$ cat src/rtl/oktsl_pkg.sv
// ---------------------------------------------------------------------------
// oktsl_pkg: shared types and constants for the ordered key table
// Controller states, operation codes, status codes, register indexes and
// the command/status structs between controller and datapath.
// ---------------------------------------------------------------------------
`default_nettype none
package oktsl_pkg;

   localparam logic [1:0] OP_INSERT = 2'd0;
   localparam logic [1:0] OP_FIND   = 2'd1;
   localparam logic [1:0] OP_START  = 2'd2;
   localparam logic [1:0] OP_NEXT   = 2'd3;

   localparam logic [1:0] ST_OK      = 2'd0;
   localparam logic [1:0] ST_INVALID = 2'd1;
   localparam logic [1:0] ST_FULL    = 2'd2;

   localparam logic [1:0] REG_FROZEN     = 2'd0;
   localparam logic [1:0] REG_ENTRY_LIM  = 2'd1;
   localparam logic [1:0] REG_BYTE_LIM   = 2'd2;
   localparam logic [1:0] REG_NAME_LIM   = 2'd3;

   localparam logic [31:0] RNG_SEED  = 32'h9E37_79B9;
   localparam logic [26:0] BYTES_MAX = 27'h7FF_FFFF;
   localparam logic [6:0]  HDR_BYTES = 7'd78;

   typedef enum logic [3:0] {
      S_IDLE,      // wait for an item
      S_CHECK,     // classify the op
      S_LVL_RD,    // issue read of current node link at level
      S_LVL_WT,    // link data back
      S_KEY_RD,    // issue read of candidate key
      S_KEY_WT,    // compare candidate key
      S_FOUND_RD,  // read level-0 successor payload
      S_FOUND_WT,
      S_HEIGHT,    // draw tower height
      S_LINK_RD,   // read pred link at level i
      S_LINK_WT,
      S_LINK_WR,   // write pred link at level i (new node link is written in S_LINK_WT)
      S_ITER_WT,   // iterator payload read, or insert commit
      S_RESP       // raise result valid; it holds until taken
   } ctl_state_type;

   // controller to datapath
   typedef struct packed {
      logic       load_item;
      logic       walk_init;   // x = head, lvl = top - 1
      logic       rd_link;     // read link(x, lvl)
      logic       rd_node;     // read payload of link data
      logic       advance;     // x = nx
      logic       save_pred;   // preds[lvl] = x, lvl--
      logic       found_sel;   // nx becomes candidate for match check
      logic       height_step; // one rng step while growing
      logic       height_done;
      logic       link_rd;     // read link(preds[i], i)
      logic       link_wr_new; // write new node link
      logic       link_wr_pred;// write pred link, i++
      logic       commit_new;
      logic       commit_over;
      logic       iter_start;
      logic       iter_rd;
      logic       iter_take;
      logic [1:0] status;
      logic       hit;
      logic       resp_load;
   } ctl_cmd_type;

   // datapath to controller
   typedef struct packed {
      logic [1:0] op;
      logic       refused;
      logic       full;
      logic       nx_null;
      logic       key_less;
      logic       key_equal;
      logic       lvl_zero;
      logic       grow;        // height draw continues
      logic       link_done;   // all tower levels linked
      logic       cursor_null;
   } dp_status_type;

endpackage
`default_nettype wire

$ cat src/rtl/oktsl_ctrl.sv
// ---------------------------------------------------------------------------
// oktsl_ctrl: sequencer for the ordered key table
// Walks the skip list one memory read at a time and drives the datapath.
// ---------------------------------------------------------------------------
`default_nettype none
module oktsl_ctrl (
   input  wire logic                      clock,
   input  wire logic                      reset,
   input  wire logic                      in_valid,
   output logic                           in_ready,
   output logic                           out_valid,
   input  wire logic                      out_ready,
   output oktsl_pkg::ctl_cmd_type         cmd,
   input  wire oktsl_pkg::dp_status_type  sts,
   output oktsl_pkg::ctl_state_type       state
);
   oktsl_pkg::ctl_state_type state_ff, state_in;
   logic valid_ff, valid_in;
   logic nx_null_q;
   assign state = state_ff;

   always_ff @(posedge clock) begin
      if (reset) begin
         state_ff <= oktsl_pkg::S_IDLE;
         valid_ff <= 1'b0;
      end else begin
         state_ff <= state_in;
         valid_ff <= valid_in;
      end
   end

   assign out_valid = valid_ff;

   always_comb begin
      state_in = state_ff;
      valid_in = valid_ff && !out_ready;
      cmd      = '0;
      in_ready = 1'b0;
      case (state_ff)
         oktsl_pkg::S_IDLE: begin
            // a waiting result holds off the next item
            in_ready = !valid_ff;
            if (in_valid && !valid_ff) begin
               cmd.load_item = 1'b1;
               state_in = oktsl_pkg::S_CHECK;
            end
         end
         oktsl_pkg::S_CHECK: begin
            cmd.walk_init = 1'b1;
            case (sts.op)
               oktsl_pkg::OP_INSERT: begin
                  if (sts.refused) begin
                     cmd.status = oktsl_pkg::ST_INVALID;
                     state_in = oktsl_pkg::S_RESP;
                  end else begin
                     state_in = oktsl_pkg::S_LVL_RD;
                  end
               end
               oktsl_pkg::OP_FIND:  state_in = oktsl_pkg::S_LVL_RD;
               oktsl_pkg::OP_START: begin
                  cmd.iter_start = 1'b1;
                  state_in = oktsl_pkg::S_RESP;
               end
               default: begin
                  if (sts.cursor_null) begin
                     state_in = oktsl_pkg::S_RESP;
                  end else begin
                     cmd.iter_rd = 1'b1;
                     state_in = oktsl_pkg::S_ITER_WT;
                  end
               end
            endcase
            if (state_in == oktsl_pkg::S_RESP) begin
               cmd.resp_load = 1'b1;
            end
         end
         oktsl_pkg::S_LVL_RD: begin
            cmd.rd_link = 1'b1;
            state_in = oktsl_pkg::S_LVL_WT;
         end
         oktsl_pkg::S_LVL_WT: begin
            cmd.rd_node = 1'b1;
            state_in = oktsl_pkg::S_KEY_WT;
         end
         oktsl_pkg::S_KEY_WT: begin
            // nx_ff valid, key data valid
            if (!nx_null_q && sts.key_less) begin
               cmd.advance = 1'b1;
               state_in = oktsl_pkg::S_LVL_RD;
            end else begin
               cmd.save_pred = 1'b1;
               cmd.found_sel = 1'b1;
               state_in = sts.lvl_zero ? oktsl_pkg::S_FOUND_RD : oktsl_pkg::S_LVL_RD;
            end
         end
         oktsl_pkg::S_FOUND_RD: begin
            // candidate address goes to the key read port here
            state_in = oktsl_pkg::S_FOUND_WT;
         end
         oktsl_pkg::S_FOUND_WT: begin
            if (sts.op == oktsl_pkg::OP_FIND) begin
               cmd.hit = sts.key_equal;
               cmd.resp_load = 1'b1;
               state_in = oktsl_pkg::S_RESP;
            end else if (sts.key_equal) begin
               cmd.commit_over = 1'b1;
               cmd.resp_load = 1'b1;
               state_in = oktsl_pkg::S_RESP;
            end else if (sts.full) begin
               cmd.status = oktsl_pkg::ST_FULL;
               cmd.resp_load = 1'b1;
               state_in = oktsl_pkg::S_RESP;
            end else begin
               state_in = oktsl_pkg::S_HEIGHT;
            end
         end
         oktsl_pkg::S_HEIGHT: begin
            if (sts.grow) begin
               cmd.height_step = 1'b1;
            end else begin
               cmd.height_done = 1'b1;
               state_in = oktsl_pkg::S_LINK_RD;
            end
         end
         oktsl_pkg::S_LINK_RD: begin
            cmd.link_rd = 1'b1;
            state_in = oktsl_pkg::S_LINK_WT;
         end
         oktsl_pkg::S_LINK_WT: begin
            cmd.link_wr_new = 1'b1;
            state_in = oktsl_pkg::S_LINK_WR;
         end
         oktsl_pkg::S_LINK_WR: begin
            cmd.link_wr_pred = 1'b1;
            if (sts.link_done) begin
               state_in = oktsl_pkg::S_ITER_WT;
            end else begin
               state_in = oktsl_pkg::S_LINK_RD;
            end
         end
         oktsl_pkg::S_ITER_WT: begin
            if (sts.op == oktsl_pkg::OP_NEXT) begin
               cmd.iter_take = 1'b1;
               cmd.hit = 1'b1;
            end else begin
               cmd.commit_new = 1'b1;
            end
            cmd.resp_load = 1'b1;
            state_in = oktsl_pkg::S_RESP;
         end
         oktsl_pkg::S_RESP: begin
            valid_in = 1'b1;
            state_in = oktsl_pkg::S_IDLE;
         end
         default: state_in = oktsl_pkg::S_IDLE;
      endcase
   end

   // null flag of the successor captured with the key read
   always_ff @(posedge clock) begin
      if (state_ff == oktsl_pkg::S_LVL_WT) begin
         nx_null_q <= sts.nx_null;
      end
   end
endmodule
`default_nettype wire

$ cat config.mk
export PLATFORM = sky130hd
export DESIGN_NAME = oktsl_ctrl
export DESIGN_NICKNAME = d
export VERILOG_FILES = /design/src/rtl/oktsl_pkg.sv /design/src/rtl/oktsl_ctrl.sv
export SDC_FILE = /design/constraint.sdc
export NUM_CORES = 1
export LEC_CHECK = 0
export BUFFER_PORTS_ARGS = -buffer_cell sky130_fd_sc_hd__buf_2
export CAP_MARGIN = 20
export CORE_AREA = 2 2 41 43
export DETAILED_ROUTE_END_ITERATION = 8
export DIE_AREA = 0 0 43 45
export GPL_TIMING_DRIVEN = 0
export PLACE_DENSITY = 0.79
export SETUP_SLACK_MARGIN = 0.02
export SLEW_MARGIN = 20
export SYNTH_ARGS = -nofsm -noshare
export SYNTH_HDL_FRONTEND = slang
export SYNTH_SLANG_ARGS = --single-unit
$ cat constraint.sdc
create_clock -name clock -period 2.9 [get_ports clock]
set_input_delay 0.58 -clock clock [delete_from_list [all_inputs] [get_ports clock]]
set_output_delay 0.58 -clock clock [all_outputs]
set_load 0.005 [all_outputs]
==> reports/results.tsv <==
stage	metric	value	unit
die	row_count	14	
yosys	yosysTopAreaCell	dfxtp_1	
worst_setup_path	arrival	1.68	ns
die	io_pins	42	
yosys	yosysMostFrequentCell	nor2_1	
route	avgRoutedWirePerCell	11.65	µm
place	dpl.hpwl	1365	µm
sta	tns	0	ns
yosys	netlist.area_leader.share	16.39	%
global_routing	grt_overflow_total	0	
yosys	synth_nets	101	
yosys	synth_flop_cell	dfxtp_1	
power_and_ir_drop	power	652.1	µW
worst_setup_path	endpoint_kind	output port	
sta	finalHoldViolCount	0	
worst_setup_path	cp.required	2.32	ns
worst_setup_path	critPathLaunchType	flip-flop	
power_and_ir_drop	peakVddDrop	0.0003723	V
power_and_ir_drop	intPower	363.0	µW
hold_path	worstHoldPathType	in2reg	
route	drtAntennaViolNets	0	
sta	maxSlewViolCount	0	
sta	fin_crit	2.262	ns
yosys	synth_edf_count	1	
yosys	yosysSeqAreaShare	21.31	%
worst_setup_path	cp_common_cell	or2_4	
worst_setup_path	worstPathCellList	or2_4 -> or2_4 -> or3_4 -> nand2_1 -> buf_2	
place	dp.cells	143	
layout	area_growth	41.19	%
yosys	synth_warnings	0	
yosys	synth_area_leaders	dfxtp_1, nor2_1, nand2b_1	
clock_network	cts_hold_buffers	0	
power_and_ir_drop	p_per_area	756.4	nW/µm²
sta	setup_violations	0	
die	fp.dieW	43	µm
sta	slew-limit-headroom	76.34	%
sta	rsz0062_at_grt	no	
yosys	synth_common_cells	nor2_1, a21oi_1, nand2_1	
route	dr.first_iter.drc_count	12	
power_and_ir_drop	share_comb_of_total_power	66.5	%
route	drt-total-wl	1712	µm
route	vias	779	
yosys	synth_cell_type_count	37	
global_routing	grt_antenna_before_repair	0	
clock_network	cts_made_buffers	3	
global_routing	grt_pass1_wl	2801	µm
sta	period_share	77.99	%
run	cap_violations	0	
layout	nets	147	
power_and_ir_drop	pwr-share-seq	20.2	%
clock_network	clockRootBuffer	clkbuf_4	
clock_network	cts.sinks	6	
sta	fin_skew	0.0008440	ns
sta	max_freq	442.2	MHz
power_and_ir_drop	power.share.switching	44.33	%
route	dr.pass1.iters	4	
route	vias_per_cell	5.299	
clock_network	cts_buffer_depth	2	
clock_network	post_cts_buffers	0	
power_and_ir_drop	pwr-share-clk	13.3	%
place	place.gp.congestion	0.8334	
clock_network	cts_tree	yes	
yosys	synthCells	86	
global_routing	grt_max_degree	11	
worst_setup_path	critPathKind	reg2out	
route	drc	0	
die	die_area	1935	µm²
clock_network	insertion_delay	0.25	ns
worst_setup_path	critPathSlowestCell	or3_4	
layout	fin_cells	147	
status	outcome	complete, no violations	
global_routing	first_global_vias	670	
clock_network	cts_resized	0	
yosys	netlist_area	610.6	µm²
layout	drive_gt1_share	42.75	%
layout	num-fill-cells	152	
place	io_buffers	41	
die	coreArea	1471	µm²
die	start_util	41.50	%
power_and_ir_drop	p_sw	289.1	µW
yosys	syn-mean-instance-area	7.100	µm²
worst_setup_path	crit_fanout	6	
clock_network	cts-htree-levels	1	
yosys	ys_ff_latch	6	
global_routing	grt.total_usage	19.16	%
yosys	ys_async_sr_fraction	0	%
layout	antennaDiodeCount	0	
power_and_ir_drop	p_leak	0.4548	nW
clock_network	clkSlewWorstSetupHoldPaths	0.05	ns
worst_setup_path	slowest_delay	0.40	ns
die	die_h	45	µm
sta	worst_pin_slew	0.3549	ns
## registers in the layout, indices dropped and copies added (netlist names)
register and count:
out_valid 1, state 4, nx_null_q 1
## metal layers
layer  part of all wire [%]  vias to the layer above  global-route usage (%)
met1                     44                      337                   24.15
met2                     44                       45                   31.52
met3                    9.9                        4                   2.800
met5                      0                        -                       0
li1                       -                      393                       -
met4                    1.8                        0                   10.91
## placed cells by master, fill, tap and decap left out, drive strengths merged, types with 2 or more instances in the layout
master and count:
buf 46, a21oi 6, dfxtp 5, nand2b 6
o21ai 3, nor2 13, nor3b 2, a21o 2
nand2 6, nor4 3, a221o 2, clkbuf 5
nand3 2, inv 5, nor3 2, a21boi 2
or2 2, and3 2, a31oi 2, nor2b 3
## worst max-delay path: cells and delay by family (launching register included)
kind | cells | cell delay, ns
and+or+nand+nor | 4 | 1.01
DFF | 1 | 0.32
buffers and inverters | 1 | 0.11
## cell families after synthesis
group                  synth area share (%)
AO/OA/AOI/OAI                         23.77
XOR/XNOR                              1.435
flip-flops                            21.31
buffers and inverters                 8.197
AND/OR/NAND/NOR                       45.29
## worst paths after layout
check | slack (ns) | to | from | cells after the start
max | 0.64 | cmd[0] | state[2]$_SDFFE_PP0P_ | 5
min | 0.51 | nx_null_q$_DFFE_PP_ | sts[6] | 1
max reg2reg | 1.42 | state[0]$_SDFFE_PP0P_ | state[2]$_SDFFE_PP0P_ | 4
min reg2reg | 0.56 | out_valid$_SDFF_PP0_ | out_valid$_SDFF_PP0_ | 2
## layout make-up
cell class              instances  area [µm²]  area share [%]
inverters                       5       18.77           2.177
clock buffers                   4       26.28           3.048
multi-input cells              69       430.4           49.93
well taps                      16       20.02           2.322
plain buffers                   6       31.28           3.628
flip-flops and latches          6       130.1           15.09
repair buffers                 41       205.2           23.80
## through the flow
step | hold WS [ns] | setup WS, ns | instance area (µm²) | util, %
global route | 0.5061 | 0.4867 | 862.1 | 58.59
detailed placement | 0.5444 | 0.6871 | 835.8 | 56.80
global placement | 0.5580 | 0.7219 | 835.8 | 56.80
CTS | 0.5041 | 0.6294 | 862.1 | 58.59
finish | 0.5088 | 0.6384 | 862.1 | 58.59
floorplan | 0.5187 | 0.9799 | 610.6 | -
## power groups by stage
stage | registers [mW] | clock network (mW) | logic [mW]
after detailed placement | 0.134 | 0 | 0.431
after floorplan | 0.134 | 0 | 0.295
final | 0.132 | 0.0869 | 0.433
after global routing | 0.137 | 0.0954 | 0.483
after CTS | 0.132 | 0.0891 | 0.432
after global placement | 0.133 | 0 | 0.422
Note: power is estimated with default switching activity, not from simulation.
